File: src/rtl/core/ptt_pkg.sv
// Shared constants, function codes and control structs for the periodic task timer table.
// No dependencies; compiled before every other file of the block.
`timescale 1ns / 1ps
`default_nettype none
package ptt_pkg;

   // table geometry and field widths
   localparam int MAX_CHANNELS = 16;
   localparam int CH_W         = $clog2(MAX_CHANNELS);
   localparam int CNT_W        = $clog2(MAX_CHANNELS + 1);
   localparam int TICK_W       = 32;
   localparam int FUNC_W       = 3;
   localparam int LIMIT_W      = 5;

   localparam logic [LIMIT_W-1:0] LIMIT_RESET = LIMIT_W'(MAX_CHANNELS);

   // operation codes carried in func
   localparam logic [FUNC_W-1:0] FUNC_BIND     = 3'd0;
   localparam logic [FUNC_W-1:0] FUNC_REBIND   = 3'd1;
   localparam logic [FUNC_W-1:0] FUNC_MODE     = 3'd2;
   localparam logic [FUNC_W-1:0] FUNC_INTERVAL = 3'd3;
   localparam logic [FUNC_W-1:0] FUNC_RESUME   = 3'd4;
   localparam logic [FUNC_W-1:0] FUNC_STOP     = 3'd5;
   localparam logic [FUNC_W-1:0] FUNC_POLL     = 3'd6;

   // controller to datapath commands
   typedef struct packed {
      logic load;
      logic exec;
      logic scan_commit;
      logic scan_advance;
      logic finish;
   } ptt_cmd_type;

   // datapath to controller status
   typedef struct packed {
      logic is_poll;
      logic is_bind;
      logic out_free;
      logic fire;
      logic pend_valid;
      logic scan_last;
      logic none_bound;
   } ptt_status_type;

endpackage
`default_nettype wire

File: src/rtl/core/ptt_req_if.sv
// Request channel interface: valid/ready plus one operation word.
// Depends on ptt_pkg for field widths.
`timescale 1ns / 1ps
`default_nettype none
interface ptt_req_if;
   import ptt_pkg::*;

   logic              valid;
   logic              ready;
   logic [FUNC_W-1:0] func;
   logic [CH_W-1:0]   task_index;
   logic [TICK_W-1:0] interval;
   logic              oneshot;
   logic [TICK_W-1:0] now;

   modport source (output valid, func, task_index, interval, oneshot, now, input ready);
   modport sink   (input valid, func, task_index, interval, oneshot, now, output ready);

endinterface
`default_nettype wire

File: src/rtl/core/ptt_rsp_if.sv
// Response channel interface: valid/ready plus one result word.
// Depends on ptt_pkg for field widths.
`timescale 1ns / 1ps
`default_nettype none
interface ptt_rsp_if;
   import ptt_pkg::*;

   logic            valid;
   logic            ready;
   logic [CH_W-1:0] channel;
   logic            fired;
   logic            bind_ok;
   logic            last;

   modport source (output valid, channel, fired, bind_ok, last, input ready);
   modport sink   (input valid, channel, fired, bind_ok, last, output ready);

endinterface
`default_nettype wire

File: src/rtl/core/ptt_ram.sv
// Generic single write port, single read port RAM with registered read data.
// No dependencies.
`timescale 1ns / 1ps
`default_nettype none
module ptt_ram #(
   parameter int WIDTH = 32,
   parameter int DEPTH = 16
) (
   input  wire logic                                        clock,
   input  wire logic                                        wr_en,
   input  wire logic [((DEPTH > 1) ? $clog2(DEPTH) : 1)-1:0] wr_addr,
   input  wire logic [WIDTH-1:0]                            wr_data,
   input  wire logic [((DEPTH > 1) ? $clog2(DEPTH) : 1)-1:0] rd_addr,
   output logic      [WIDTH-1:0]                            rd_data
);

   logic [WIDTH-1:0] mem_ff [DEPTH];
   logic [WIDTH-1:0] rd_data_ff;

   // write port
   always_ff @(posedge clock) begin
      if (wr_en) begin
         mem_ff[wr_addr] <= wr_data;
      end
   end

   // registered read port, old data on a same-address write
   always_ff @(posedge clock) begin
      rd_data_ff <= mem_ff[rd_addr];
   end

   assign rd_data = rd_data_ff;

endmodule
`default_nettype wire

File: src/rtl/core/ptt_ctrl.sv
// Sequencer for the timer table: accepts a word, executes it or walks the channel scan.
// Depends on ptt_pkg for command and status structs.
`timescale 1ns / 1ps
`default_nettype none
module ptt_ctrl (
   input  wire logic                    clock,
   input  wire logic                    reset,
   input  wire logic                    req_valid,
   output logic                         req_ready,
   input  wire ptt_pkg::ptt_status_type status,
   output ptt_pkg::ptt_cmd_type         cmd
);
   import ptt_pkg::*;

   typedef enum logic [3:0] {
      ST_IDLE   = 4'b0001,
      ST_EXEC   = 4'b0010,
      ST_SCAN   = 4'b0100,
      ST_FINISH = 4'b1000
   } state_type;

   state_type state_ff;
   state_type state_in;

   // next state and command decode
   always_comb begin
      state_in  = state_ff;
      cmd       = '0;
      req_ready = 1'b0;
      case (state_ff)
         ST_IDLE: begin
            req_ready = 1'b1;
            if (req_valid) begin
               cmd.load = 1'b1;
               state_in = ST_EXEC;
            end
         end
         ST_EXEC: begin
            if (status.is_poll) begin
               state_in = status.none_bound ? ST_FINISH : ST_SCAN;
            end else if (!status.is_bind || status.out_free) begin
               cmd.exec = 1'b1;
               state_in = ST_IDLE;
            end
         end
         ST_SCAN: begin
            // hold while an earlier firing word cannot leave
            if (!(status.fire && status.pend_valid && !status.out_free)) begin
               cmd.scan_commit = 1'b1;
               if (status.scan_last) begin
                  state_in = ST_FINISH;
               end else begin
                  cmd.scan_advance = 1'b1;
               end
            end
         end
         ST_FINISH: begin
            if (status.out_free) begin
               cmd.finish = 1'b1;
               state_in   = ST_IDLE;
            end
         end
         default: begin
            state_in = ST_IDLE;
         end
      endcase
   end

   // state register
   always_ff @(posedge clock) begin
      if (reset) begin
         state_ff <= ST_IDLE;
      end else begin
         state_ff <= state_in;
      end
   end

   // a poll always closes with the finish step before new work
   a_poll_finishes: assert property (@(posedge clock) disable iff (reset)
      (cmd.scan_commit && status.scan_last) |=> (state_ff == ST_FINISH))
      else $error("scan of last channel did not lead to finish");

   // scan never advances past a stalled firing
   a_stall_holds: assert property (@(posedge clock) disable iff (reset)
      (state_ff == ST_SCAN && status.fire && status.pend_valid && !status.out_free)
      |-> (!cmd.scan_commit && !cmd.scan_advance))
      else $error("scan moved while a firing word was blocked");

   // words are only taken while nothing is in progress
   a_load_idle: assert property (@(posedge clock) disable iff (reset)
      cmd.load |=> (state_ff == ST_EXEC && !req_ready))
      else $error("accepted word did not start execution");

endmodule
`default_nettype wire

File: src/rtl/core/ptt_datapath.sv
// Timer table datapath: item registers, channel tables, flags, scan compare and result register.
// Depends on ptt_pkg and ptt_ram.
`timescale 1ns / 1ps
`default_nettype none
module ptt_datapath (
   input  wire logic                                clock,
   input  wire logic                                reset,
   input  wire logic [ptt_pkg::FUNC_W-1:0]          req_func,
   input  wire logic [ptt_pkg::CH_W-1:0]            req_task_index,
   input  wire logic [ptt_pkg::TICK_W-1:0]          req_interval,
   input  wire logic                                req_oneshot,
   input  wire logic [ptt_pkg::TICK_W-1:0]          req_now,
   input  wire logic [ptt_pkg::LIMIT_W-1:0]         task_limit,
   input  wire ptt_pkg::ptt_cmd_type                cmd,
   output ptt_pkg::ptt_status_type                  status,
   output logic                                     rsp_valid,
   input  wire logic                                rsp_ready,
   output logic      [ptt_pkg::CH_W-1:0]            rsp_channel,
   output logic                                     rsp_fired,
   output logic                                     rsp_bind_ok,
   output logic                                     rsp_last
);
   import ptt_pkg::*;

   // latched request word
   logic [FUNC_W-1:0] func_ff;
   logic [CH_W-1:0]   idx_ff;
   logic [TICK_W-1:0] ival_ff;
   logic              item_oneshot_ff;
   logic [TICK_W-1:0] now_ff;

   // channel state
   logic [CNT_W-1:0]        bound_count_ff;
   logic [MAX_CHANNELS-1:0] running_ff;
   logic [MAX_CHANNELS-1:0] oneshot_ff;

   // scan state
   logic [CH_W-1:0] scan_idx_ff;
   logic            pend_valid_ff;
   logic [CH_W-1:0] pend_ch_ff;

   // result register
   logic            out_valid_ff;
   logic [CH_W-1:0] out_ch_ff;
   logic            out_fired_ff;
   logic            out_ok_ff;
   logic            out_last_ff;

   // ram ports
   logic              period_we;
   logic [CH_W-1:0]   period_waddr;
   logic              base_we;
   logic [CH_W-1:0]   base_waddr;
   logic [TICK_W-1:0] base_wdata;
   logic [CH_W-1:0]   rd_addr;
   logic [TICK_W-1:0] period_rd;
   logic [TICK_W-1:0] base_rd;

   // decode and compare
   logic [CNT_W-1:0]  limit_eff;
   logic              bind_ok;
   logic              idx_valid;
   logic [CH_W-1:0]   bind_ch;
   logic              is_bind;
   logic [TICK_W-1:0] elapsed;
   logic              fire;
   logic [TICK_W-1:0] next_base;
   logic              scan_last;
   logic              out_free;

   // result load
   logic            out_load;
   logic [CH_W-1:0] out_ch_in;
   logic            out_fired_in;
   logic            out_ok_in;
   logic            out_last_in;

   // capture the request word
   always_ff @(posedge clock) begin
      if (cmd.load) begin
         func_ff         <= req_func;
         idx_ff          <= req_task_index;
         ival_ff         <= req_interval;
         item_oneshot_ff <= req_oneshot;
         now_ff          <= req_now;
      end
   end

   // limit clamp and index checks
   assign limit_eff = (CNT_W'(task_limit) > CNT_W'(MAX_CHANNELS)) ? CNT_W'(MAX_CHANNELS)
                                                                  : CNT_W'(task_limit);
   assign bind_ok   = bound_count_ff < limit_eff;
   assign idx_valid = CNT_W'(idx_ff) < bound_count_ff;
   assign bind_ch   = bound_count_ff[CH_W-1:0];
   assign is_bind   = func_ff == FUNC_BIND;

   // elapsed time against period for the scanned channel
   assign elapsed   = now_ff - base_rd;
   assign fire      = running_ff[scan_idx_ff] && (elapsed >= period_rd);
   assign next_base = (period_rd != '0) ? (base_rd + period_rd) : now_ff;
   assign scan_last = (CNT_W'(scan_idx_ff) + CNT_W'(1)) == bound_count_ff;
   assign out_free  = !out_valid_ff || rsp_ready;

   // read the next channel ahead when the scan moves on
   assign rd_addr = cmd.scan_advance ? (scan_idx_ff + CH_W'(1)) : scan_idx_ff;

   // period table writes
   assign period_we    = cmd.exec && ((is_bind && bind_ok) ||
                         ((func_ff == FUNC_REBIND || func_ff == FUNC_INTERVAL) && idx_valid));
   assign period_waddr = is_bind ? bind_ch : idx_ff;

   // base table writes
   always_comb begin
      base_we    = 1'b0;
      base_waddr = idx_ff;
      base_wdata = now_ff;
      if (cmd.exec && is_bind && bind_ok) begin
         base_we    = 1'b1;
         base_waddr = bind_ch;
      end else if (cmd.exec && func_ff == FUNC_RESUME && idx_valid && !running_ff[idx_ff]) begin
         base_we    = 1'b1;
      end else if (cmd.scan_commit && fire) begin
         base_we    = 1'b1;
         base_waddr = scan_idx_ff;
         base_wdata = next_base;
      end
   end

   ptt_ram #(.WIDTH(TICK_W), .DEPTH(MAX_CHANNELS)) u_period_ram (
      .clock   (clock),
      .wr_en   (period_we),
      .wr_addr (period_waddr),
      .wr_data (ival_ff),
      .rd_addr (rd_addr),
      .rd_data (period_rd)
   );

   ptt_ram #(.WIDTH(TICK_W), .DEPTH(MAX_CHANNELS)) u_base_ram (
      .clock   (clock),
      .wr_en   (base_we),
      .wr_addr (base_waddr),
      .wr_data (base_wdata),
      .rd_addr (rd_addr),
      .rd_data (base_rd)
   );

   // bound count and running flags
   always_ff @(posedge clock) begin
      if (reset) begin
         bound_count_ff <= '0;
         running_ff     <= '0;
      end else begin
         if (cmd.exec && is_bind && bind_ok) begin
            bound_count_ff      <= bound_count_ff + CNT_W'(1);
            running_ff[bind_ch] <= 1'b1;
         end else if (cmd.exec && func_ff == FUNC_RESUME && idx_valid) begin
            running_ff[idx_ff]  <= 1'b1;
         end else if (cmd.exec && func_ff == FUNC_STOP && idx_valid) begin
            running_ff[idx_ff]  <= 1'b0;
         end else if (cmd.scan_commit && fire && oneshot_ff[scan_idx_ff]) begin
            running_ff[scan_idx_ff] <= 1'b0;
         end
      end
   end

   // mode flags
   always_ff @(posedge clock) begin
      if (cmd.exec && is_bind && bind_ok) begin
         oneshot_ff[bind_ch] <= item_oneshot_ff;
      end else if (cmd.exec && (func_ff == FUNC_REBIND || func_ff == FUNC_MODE) && idx_valid) begin
         oneshot_ff[idx_ff]  <= item_oneshot_ff;
      end
   end

   // scan index and the held firing channel
   always_ff @(posedge clock) begin
      if (reset) begin
         scan_idx_ff   <= '0;
         pend_valid_ff <= 1'b0;
      end else if (cmd.finish) begin
         scan_idx_ff   <= '0;
         pend_valid_ff <= 1'b0;
      end else begin
         if (cmd.scan_advance) begin
            scan_idx_ff <= scan_idx_ff + CH_W'(1);
         end
         if (cmd.scan_commit && fire) begin
            pend_valid_ff <= 1'b1;
         end
      end
   end

   always_ff @(posedge clock) begin
      if (cmd.scan_commit && fire) begin
         pend_ch_ff <= scan_idx_ff;
      end
   end

   // result word selection
   always_comb begin
      out_load     = 1'b0;
      out_ch_in    = '0;
      out_fired_in = 1'b0;
      out_ok_in    = 1'b0;
      out_last_in  = 1'b0;
      if (cmd.exec && is_bind) begin
         out_load    = 1'b1;
         out_last_in = 1'b1;
         if (bind_ok) begin
            out_ch_in = bind_ch;
            out_ok_in = 1'b1;
         end
      end else if (cmd.scan_commit && fire && pend_valid_ff) begin
         out_load     = 1'b1;
         out_ch_in    = pend_ch_ff;
         out_fired_in = 1'b1;
      end else if (cmd.finish) begin
         out_load    = 1'b1;
         out_last_in = 1'b1;
         if (pend_valid_ff) begin
            out_ch_in    = pend_ch_ff;
            out_fired_in = 1'b1;
         end
      end
   end

   // result register
   always_ff @(posedge clock) begin
      if (reset) begin
         out_valid_ff <= 1'b0;
      end else if (out_load) begin
         out_valid_ff <= 1'b1;
      end else if (rsp_ready) begin
         out_valid_ff <= 1'b0;
      end
   end

   always_ff @(posedge clock) begin
      if (out_load) begin
         out_ch_ff    <= out_ch_in;
         out_fired_ff <= out_fired_in;
         out_ok_ff    <= out_ok_in;
         out_last_ff  <= out_last_in;
      end
   end

   assign rsp_valid   = out_valid_ff;
   assign rsp_channel = out_ch_ff;
   assign rsp_fired   = out_fired_ff;
   assign rsp_bind_ok = out_ok_ff;
   assign rsp_last    = out_last_ff;

   // status back to the sequencer
   assign status.is_poll    = func_ff == FUNC_POLL;
   assign status.is_bind    = is_bind;
   assign status.out_free   = out_free;
   assign status.fire       = fire;
   assign status.pend_valid = pend_valid_ff;
   assign status.scan_last  = scan_last;
   assign status.none_bound = bound_count_ff == '0;

   // a result word never overwrites one that is still waiting
   a_no_overwrite: assert property (@(posedge clock) disable iff (reset)
      out_load |-> out_free)
      else $error("result register overwritten");

   // bound count stays within the table
   a_count_range: assert property (@(posedge clock) disable iff (reset)
      bound_count_ff <= CNT_W'(MAX_CHANNELS))
      else $error("bound count beyond table size");

   // only a successful bind changes the bound count
   a_count_stable: assert property (@(posedge clock) disable iff (reset)
      !(cmd.exec && is_bind && bind_ok) |=> $stable(bound_count_ff))
      else $error("bound count changed without bind");

   // a one-shot channel stops once it fires
   a_oneshot_stops: assert property (@(posedge clock) disable iff (reset)
      (cmd.scan_commit && fire && oneshot_ff[scan_idx_ff])
      |=> !running_ff[$past(scan_idx_ff)])
      else $error("one-shot channel still running after firing");

endmodule
`default_nettype wire

File: src/rtl/core/periodic_task_timer_table_top.sv
// Top level of the periodic task timer table: channel interfaces, limit register,
// sequencer and datapath. Depends on ptt_pkg, ptt_req_if, ptt_rsp_if, ptt_ctrl, ptt_datapath.
`timescale 1ns / 1ps
`default_nettype none
// Timing: a word is taken only while idle and is executed before the next one is taken; a bind
//   waits in execute while the result register is full, and its result is shown the cycle after
//   execute. A poll scans the N bound channels, one channel per cycle through the single compare
//   unit and the registered table reads while no firing result is blocked, then finishes.
// Reset: clears the bound count, running flags, scan state and result register, and sets
//   task_limit to 16; period, base and mode entries are written before any read and need no pass.
module periodic_task_timer_table_top (
   input  wire logic                          clock,
   input  wire logic                          reset,
   ptt_req_if.sink                            req_chan,
   ptt_rsp_if.source                          rsp_chan,
   input  wire logic                          csr_valid,
   output logic                               csr_ready,
   input  wire logic [ptt_pkg::LIMIT_W-1:0]   csr_data
);
   import ptt_pkg::*;

   logic [LIMIT_W-1:0] task_limit_ff;
   ptt_cmd_type        cmd;
   ptt_status_type     status;

   // limit register, always writable
   assign csr_ready = 1'b1;

   always_ff @(posedge clock) begin
      if (reset) begin
         task_limit_ff <= LIMIT_RESET;
      end else if (csr_valid && csr_ready) begin
         task_limit_ff <= csr_data;
      end
   end

   ptt_ctrl u_ctrl (
      .clock     (clock),
      .reset     (reset),
      .req_valid (req_chan.valid),
      .req_ready (req_chan.ready),
      .status    (status),
      .cmd       (cmd)
   );

   ptt_datapath u_datapath (
      .clock          (clock),
      .reset          (reset),
      .req_func       (req_chan.func),
      .req_task_index (req_chan.task_index),
      .req_interval   (req_chan.interval),
      .req_oneshot    (req_chan.oneshot),
      .req_now        (req_chan.now),
      .task_limit     (task_limit_ff),
      .cmd            (cmd),
      .status         (status),
      .rsp_valid      (rsp_chan.valid),
      .rsp_ready      (rsp_chan.ready),
      .rsp_channel    (rsp_chan.channel),
      .rsp_fired      (rsp_chan.fired),
      .rsp_bind_ok    (rsp_chan.bind_ok),
      .rsp_last       (rsp_chan.last)
   );

endmodule
`default_nettype wire

File: src/flat_wrapper.sv
// flat-port wrapper written by rule: the top's interface ports become plain ports
module periodic_task_timer_table_top_flat import ptt_pkg::*;
  (clock, reset, csr_valid, csr_ready, csr_data, req_chan_valid, req_chan_func, req_chan_task_index, req_chan_interval, req_chan_oneshot, req_chan_now, req_chan_ready, rsp_chan_valid, rsp_chan_channel, rsp_chan_fired, rsp_chan_bind_ok, rsp_chan_last, rsp_chan_ready);
  ptt_req_if req_chan_i ();
  ptt_rsp_if rsp_chan_i ();
  input  wire logic clock;
  input  wire logic reset;
  input  wire logic csr_valid;
  output logic csr_ready;
  input  wire logic [ptt_pkg::LIMIT_W-1:0] csr_data;
  input wire logic [$bits(req_chan_i.valid)-1:0] req_chan_valid;
  input wire logic [$bits(req_chan_i.func)-1:0] req_chan_func;
  input wire logic [$bits(req_chan_i.task_index)-1:0] req_chan_task_index;
  input wire logic [$bits(req_chan_i.interval)-1:0] req_chan_interval;
  input wire logic [$bits(req_chan_i.oneshot)-1:0] req_chan_oneshot;
  input wire logic [$bits(req_chan_i.now)-1:0] req_chan_now;
  output wire logic [$bits(req_chan_i.ready)-1:0] req_chan_ready;
  output wire logic [$bits(rsp_chan_i.valid)-1:0] rsp_chan_valid;
  output wire logic [$bits(rsp_chan_i.channel)-1:0] rsp_chan_channel;
  output wire logic [$bits(rsp_chan_i.fired)-1:0] rsp_chan_fired;
  output wire logic [$bits(rsp_chan_i.bind_ok)-1:0] rsp_chan_bind_ok;
  output wire logic [$bits(rsp_chan_i.last)-1:0] rsp_chan_last;
  input wire logic [$bits(rsp_chan_i.ready)-1:0] rsp_chan_ready;
  assign req_chan_i.valid = req_chan_valid;
  assign req_chan_i.func = req_chan_func;
  assign req_chan_i.task_index = req_chan_task_index;
  assign req_chan_i.interval = req_chan_interval;
  assign req_chan_i.oneshot = req_chan_oneshot;
  assign req_chan_i.now = req_chan_now;
  assign req_chan_ready = req_chan_i.ready;
  assign rsp_chan_valid = rsp_chan_i.valid;
  assign rsp_chan_channel = rsp_chan_i.channel;
  assign rsp_chan_fired = rsp_chan_i.fired;
  assign rsp_chan_bind_ok = rsp_chan_i.bind_ok;
  assign rsp_chan_last = rsp_chan_i.last;
  assign rsp_chan_i.ready = rsp_chan_ready;
  periodic_task_timer_table_top u_core (.clock(clock), .reset(reset), .req_chan(req_chan_i), .rsp_chan(rsp_chan_i), .csr_valid(csr_valid), .csr_ready(csr_ready), .csr_data(csr_data));
endmodule
File: config.mk
export PLATFORM = sky130hd
export DESIGN_NAME = periodic_task_timer_table_top_flat
export DESIGN_NICKNAME = d
export VERILOG_FILES = /design/src/rtl/core/ptt_pkg.sv /design/src/rtl/core/ptt_req_if.sv /design/src/rtl/core/ptt_rsp_if.sv /design/src/rtl/core/ptt_ram.sv /design/src/rtl/core/ptt_ctrl.sv /design/src/rtl/core/ptt_datapath.sv /design/src/rtl/core/periodic_task_timer_table_top.sv /design/src/flat_wrapper.sv
export SDC_FILE = /design/constraint.sdc
export NUM_CORES = 2
export LEC_CHECK = 0
export ABC_AREA = 1
export ABC_CLOCK_PERIOD_IN_PS = 8100
export BUFFER_PORTS_ARGS = -buffer_cell sky130_fd_sc_hd__buf_2
export CORE_MARGIN = 3
export CORE_UTILIZATION = 46
export CTS_CLUSTER_SIZE = 28
export DETAILED_ROUTE_END_ITERATION = 16
export HOLD_SLACK_MARGIN = 0.06
export RECOVER_POWER = 100
export SYNTH_ARGS = -nofsm -noshare
export SYNTH_HDL_FRONTEND = slang
export SYNTH_SLANG_ARGS = --single-unit
File: constraint.sdc
create_clock -name clock -period 8.1 [get_ports clock]
set_clock_uncertainty 0.05 [all_clocks]
set_input_delay 0.405 -clock clock [delete_from_list [all_inputs] [get_ports clock]]
set_output_delay 0.405 -clock clock [all_outputs]
set_load 0.01 [all_outputs]
# Word level (Yosys, flattened, before mapping)
# Memory sizes are Yosys's and may differ from the RTL's. A register that Yosys moved wholly into a read port is not among the register bits.
# Cells that the tools add are included.
# Widths: inputs -> output; s select.
[totals]
wordCells = 166
ramBits = 1024
out_inout_bits = 10
memories = 2
register_bits = 135
[memory_table]
columns = ["name", "words", "word_bits", "read_ports", "rd_ports_with_merged_regs", "write_ports", "line", "text"]
rows = [
  ["u_core.u_datapath.u_base_ram.mem_ff", 16, 32, 1, 1, 1, "ptt_ram.sv:17", "logic [WIDTH-1:0] mem_ff [DEPTH];"],
  ["u_core.u_datapath.u_period_ram.mem_ff", 16, 32, 1, 1, 1, "ptt_ram.sv:17", ""],
]
[op_classes]
n_eq_ne = 16
n_reduce_logical = 38
magnitude_cmp = 10
mux = 71
addsub = 5
bitwise = 6
[ops]
columns = ["op", "count"]
rows = [
  ["$mux 32", 4],
  ["$mux 16", 6],
  ["$mux 4", 17],
  ["$add 32x32->32", 1],
  ["$and 16x16->16", 2],
  ["$bwmux 16", 2],
  ["$ge 32x32->1", 1],
  ["$mux 1", 32],
  ["$not 16->16", 2],
  ["$or 16x16->16", 2],
  ["$reduce_bool 32->1", 1],
  ["$sub 32x32->32", 1],
  ["$logic_and 1x1->1", 21],
  ["$pmux 4 s4", 1],
  ["$lt 4x5->1 const B", 3],
  ["$bmux 1 s4", 3],
  ["$demux 1 s4", 3],
  ["$ge 4x1->1 const B", 3],
  ["$eq 3x3->1 const B", 3],
  ["$ne 2x2->1 const B", 4],
  ["$eq 3x2->1 const B", 2],
  ["$add 4x1->5 const B", 1],
  ["$add 5x1->5 const B", 1],
  ["$eq 5x5->1", 1],
  ["other kinds (20)", 29],
]

# Logic depth before layout (Yosys ltp)
[logic_depth]
depth_word = 13
depth_mapped = 35
depth_no_buf = 33

# Modules after synthesis
# A second synthesis with hierarchy kept.
[hier_totals]
cells_unflattened = 5978
area_unflattened_um2 = 57507.7
[modules_own_cells]
columns = ["mod", "cells_per_inst", "area_each_um2", "instances", "seq_area_each_um2"]
rows = [
  ["ptt_ram", 2120, 22730.6, 2, 16015.4],
  ["ptt_datapath", 1646, 11494.8, 1, 3513.4],
  ["ptt_ctrl", 59, 324.1, 1, 80.1],
  ["periodic_task_timer_table_top", 33, 227.7, 1, 100.1],
]

# Worst setup path after synthesis
# OpenSTA, ideal clock, no wires.
[synth_path]
path_type = "reg2reg"
start = "register, netlist name u_core.u_datapath.now_ff[2]"
end = "register u_core.u_datapath.func_ff[0], enable pin"
arrival_time_ns = 6.536
setup_time_ns = 0.504
n_path_buf = 0
synth_period_minus_slack_ns = 7.091
stages_incl_launch_ff = 23
slack_ns = 1.009
path_cell_list = "edfxtp_1 > ha_1 > nand3_1 > nand2_1 > a21oi_1 > o21ai_0 > a21boi_0 > o21ai_0 > a21boi_0 > o21ai_0 > nand2_1 > nand3_1 > nand2_1 > ha_1 > a21oi_1 > o21ai_0 > nand2_1 > nand2_1 > a21oi_1 > nand2_1 > nand3_2 > o2111ai_1 > nor2_1"
[synth_lines]
columns = ["element", "line", "text"]
rows = [
  ["end signal: assignment", "ptt_datapath.sv:81", "func_ff <= req_func;"],
  ["end: declaration", "ptt_datapath.sv:26", "logic [FUNC_W-1:0] func_ff;"],
]

# Worst setup path after layout
[layout_path]
start = "register u_core.u_datapath.now_ff[2]"
end = "register u_core.u_datapath.u_base_ram.rd_data_ff[8], in the netlist u_core.u_datapath.u_base_ram.rd_data[8], read port of u_core.u_datapath.u_base_ram.mem_ff"
[layout_via]
elab_chain_len = 8
[layout_rtl]
columns = ["element", "line", "text"]
rows = [
  ["start: declaration", "ptt_datapath.sv:30", "logic [TICK_W-1:0] now_ff;"],
  ["start signal: assignment", "ptt_datapath.sv:85", "now_ff <= req_now;"],
  ["$sub 32x32->32", "ptt_datapath.sv:98", "assign elapsed = now_ff - base_rd;"],
  ["$ge 32x32->1", "ptt_datapath.sv:99", "assign fire = running_ff[scan_idx_ff] && (elapsed >= period_rd);"],
  ["$logic_and 1x1->1", "ptt_datapath.sv:99", ""],
  ["$logic_and 1x1->1 (2 in series)", "ptt_ctrl.sv:48", "if (!(status.fire && status.pend_valid && !status.out_free)) begin"],
  ["$mux 2", "ptt_ctrl.sv:48", ""],
  ["$mux 2", "ptt_ctrl.sv:30", "case (state_ff)"],
  ["$mux 4", "-", ""],
  ["end: declaration", "ptt_ram.sv:18", "logic [WIDTH-1:0] rd_data_ff;"],
]
# No other way between the ends.
# A chain may end at the register's enable or synchronous reset.

==> summary.md <==
| Metric | Value |
|---|---|
| Max VDD drop | 0.268 mV |
| CTS tree | done |
| Io pins | 92 |
| # resized after CTS | 0 |
| Average size of a mapped cell | 9.71 µm² |
| Reg area | 35700 µm² |
| Post-CTS setup buffers | 0 |
| Number of core rows | 129 |
| Net Count, Synth | 6118 |
| R2R Setup Slk | 630 ps |
| Top FF cell, synth | edfxtp_1 |
| Drt pass-1 iters | 6 |
| Core ar. | 124000 µm² |
| Relative slew slack | -105% |
| Worst Path Max Fanout | 35 |
| Slowest stage cell on the critical path | inv_1 |
| F_max | 134 MHz |
| Synth area leader | edfxtp_1 |
| Setup WS pre-CTS | 1050 ps |
| Distinct cells, synth | 54 |
| CP endpoint kind | register |
| First-pass GRT wire length | 253000 µm |
| Sink Count | 1223 |
| Synth top area cells | edfxtp_1 (59%), nand3_1 (11%), inv_1 (8.3%) |
| Area of the die | 129000 µm² |
| Setup crit start kind | register |
| Hold buffer count at cts | 90 |
| Clock-pin slew on the worst setup and hold paths | 60 ps |
| Initial drt markers | 4009 |
| Die Y | 360 µm |
| Async SR Flop Fraction | 0% |
| Remaining global-route overflow | 0 |
| RSZ-0062 raised after global routing | false |
| DRC Markers | 0 |
| Number of synthesized flops with an enable pin | 1123 |
| Status | finished with violations |
| Placer Congestion | 0.921 |
| Via Count | 42000 |
| Antenna violations before repair | 1 |
| Avg WL per Cell | 21.7 µm |
| Syn Inst Count | 5925 |
| Root Buffer | clkbuf_16 |
| Synth Warn # | 0 |
| Final Hold Viols | 0 |
| PnR Total Power | 0.0195 W |
| Antenna Nets Post-Route | 0 |
| Fillers | 11100 |
| Hpwl dp | 97700 µm |
| Starting Density | 46.4% |
| XOR/XNOR share of the synthesized area | 0.807% |
| Max Buffers Root-to-Sink | 3 |
| Worst-margin pin slew | 3080 ps |
| Register bit total from synthesis | 1223 |
| Final core occ | 52.3% |
| Arrival time worst endpoint | 8090 ps |
| Synth cell count leaders | nand3_1 (1292), inv_1 (1269), edfxtp_1 (1123), nand2_1 (1073), nor2_1 (197) |
| Fin cells | 7821 |
| Clock insertion delay at the later pin of the skew report | 790 ps |
| CTS buffer count | 136 |
| Count leader, synth | nand3_1 |
| Total GRT Usage | 25.8% |
| Largest family of logic cells by synthesized area | simple AND/OR/NAND/NOR gates |
| Port buffer count | 90 |
| Critical Path RT | 8720 ps |
| Placed Cells | 7480 |
| CP dominant cell by count | nand2_1 |
| Post-synthesis simple-gate area fraction | 20.3% |
| # setup viols final | 0 |
| Static leakage power | 27.8 nW |
| Post-synthesis cell area | 57500 µm² |
| Share of cells above drive strength 1 | 5.98% |
| Crit path kind | register to register |
| Chip Width | 360 µm |
| Crit-path max cell delay | 1650 ps |
| Hold crit path type | input port to register |
| Mux cell area share after synthesis | 0.235% |
| Max-cap check violation count | 29 |
| Largest net degree at the start of global routing | 133 |
| Failing checks | max-capacitance violations, max-slew violations |
| Top cell type's share of synthesized area | 58.6% |
| # H-tree levels | 4 |
| TNS Setup | 0 ps |
| Pwr Density | 301 nW/µm² |
| Final worst path period share | 92.2% |
| Fin nets | 6264 |
| Area of the multi-input gates | 15800 µm² |
| Vias/cell | 5.37 |
| Final WS setup | 632 ps |
| Adder-cell share of the synthesized area | 2.44% |
| Final WL | 170000 µm |
| Register area share after synthesis | 62.1% |
| Final Max Slew Viols | 851 |
| Vias in the first global route | 40300 |
| Post-layout min period | 7470 ps |
| Area grow syn2layout | 12.8% |
| Synth Area in Compound Gates | 3.34% |
cell type report:
class / instances / share of cell area (%)
diodes: 1 / 0.00386
clock buffers: 186 / 5.76
clock inverters: 64 / 0.857
inverters: 1276 / 7.39
multi-input cells: 3153 / 24.4
flip-flops and latches: 1223 / 55.1
well taps: 1637 / 3.16
repair buffers: 281 / 3.31
report_power, final:
group | internal, W | leakage, nW | switching [W]
logic | 0.00143 | 14.7 | 0.00339
clock network | 0.00339 | 2.10 | 0.00261
registers | 0.00806 | 11.0 | 0.000651
total | 0.0129 | 27.8 | 0.00665
layer usage:
| layer | global-route usage, % | up-vias | routed length (µm) |
|---|---|---|---|
| li1 | - | 19800 | - |
| met1 | 34.9 | 20200 | 71700 |
| met2 | 42.5 | 1650 | 80000 |
| met3 | 3.95 | 320 | 12300 |
| met4 | 9.16 | 0 | 5590 |
| met5 | 0 | - | 0 |
flip-flops by register name (all words and copies together), names as in the netlist, 4 cells and up:
| name | cells |
|---|---|
| u_core.u_datapath.rsp_channel | 4 |
| u_core.u_datapath.u_period_ram.rd_data | 32 |
| u_core.u_datapath.pend_ch_ff | 4 |
| u_core.u_datapath.u_base_ram.mem_ff | 512 |
| u_core.u_datapath.running_ff | 16 |
| u_core.u_datapath.scan_idx_ff | 4 |
| u_core.u_datapath.idx_ff | 4 |
| u_core.u_datapath.u_period_ram.mem_ff | 512 |
| u_core.u_ctrl.state_ff | 4 |
| u_core.u_datapath.now_ff | 32 |
| u_core.u_datapath.u_base_ram.rd_data | 32 |
| u_core.task_limit_ff | 5 |
| u_core.u_datapath.ival_ff | 32 |
| u_core.u_datapath.bound_count_ff | 5 |
| u_core.u_datapath.oneshot_ff | 16 |
logic make-up after synthesis:
logic type | Yosys count
xor gates and xnor gates | 53
other | 1
DFF | 1223
muxes | 12
AOI/OAI and AO/OA | 340
adders and majority gates | 111
and+or+nand+nor | 2636
buffers and inverters | 1549
worst paths after layout:
| kind | start | end | depth (start not counted) |
|---|---|---|---|
| worst max-delay path | u_core.u_datapath.now_ff[2] | u_core.u_datapath.u_base_ram.rd_data[8] | 27 |
| worst min-delay path | req_chan_func[2] | u_core.u_datapath.func_ff[2] | 2 |
| worst max register to register | u_core.u_datapath.now_ff[2] | u_core.u_datapath.u_base_ram.rd_data[8] | 27 |
| worst min register to register | u_core.u_datapath.running_ff[15] | u_core.u_datapath.running_ff[15] | 2 |
per-stage QoR:
step	hold WS, ps	instance area, µm²
global placement	426	60000
finish	271	64800
CTS	224	65200
global route	266	64800
floorplan	353	57500
detailed placement	434	60000
layout by cell type, fill, tap and decap left out, types with 10 or more instances in the layout:
| cell | instances |
|---|---|
| a21oi_1 | 133 |
| a31oi_1 | 17 |
| buf_12 | 20 |
| buf_2 | 60 |
| buf_4 | 29 |
| clkbuf_1 | 105 |
| clkbuf_16 | 138 |
| clkbuf_2 | 15 |
| clkbuf_8 | 10 |
| clkinv_1 | 17 |
| clkinv_2 | 23 |
| dfxtp_1 | 100 |
| dlygate4sd3_1 | 90 |
| edfxtp_1 | 1123 |
| ha_1 | 109 |
| inv_1 | 1270 |
| inv_6 | 10 |
| mux2_1 | 12 |
| nand2_1 | 1073 |
| nand3_1 | 1291 |
| nand4_1 | 15 |
| nor2_1 | 176 |
| nor2_4 | 20 |
| nor3_1 | 30 |
| nor4_1 | 10 |
| o21a_1 | 12 |
| o21ai_0 | 120 |
| xnor2_1 | 17 |
| xor2_1 | 36 |
worst max-delay path: cells and delay by family (launching register included):
family | cells | cell delay [ps]
AO/OA/AOI/OAI | 10 | 2430
adder cells (fa/ha/maj) | 2 | 660
buffers and inverters | 2 | 2220
flip-flops | 1 | 400
AND/OR/NAND/NOR | 13 | 1540
No activity file was read; power rests on OpenSTA's default activity.
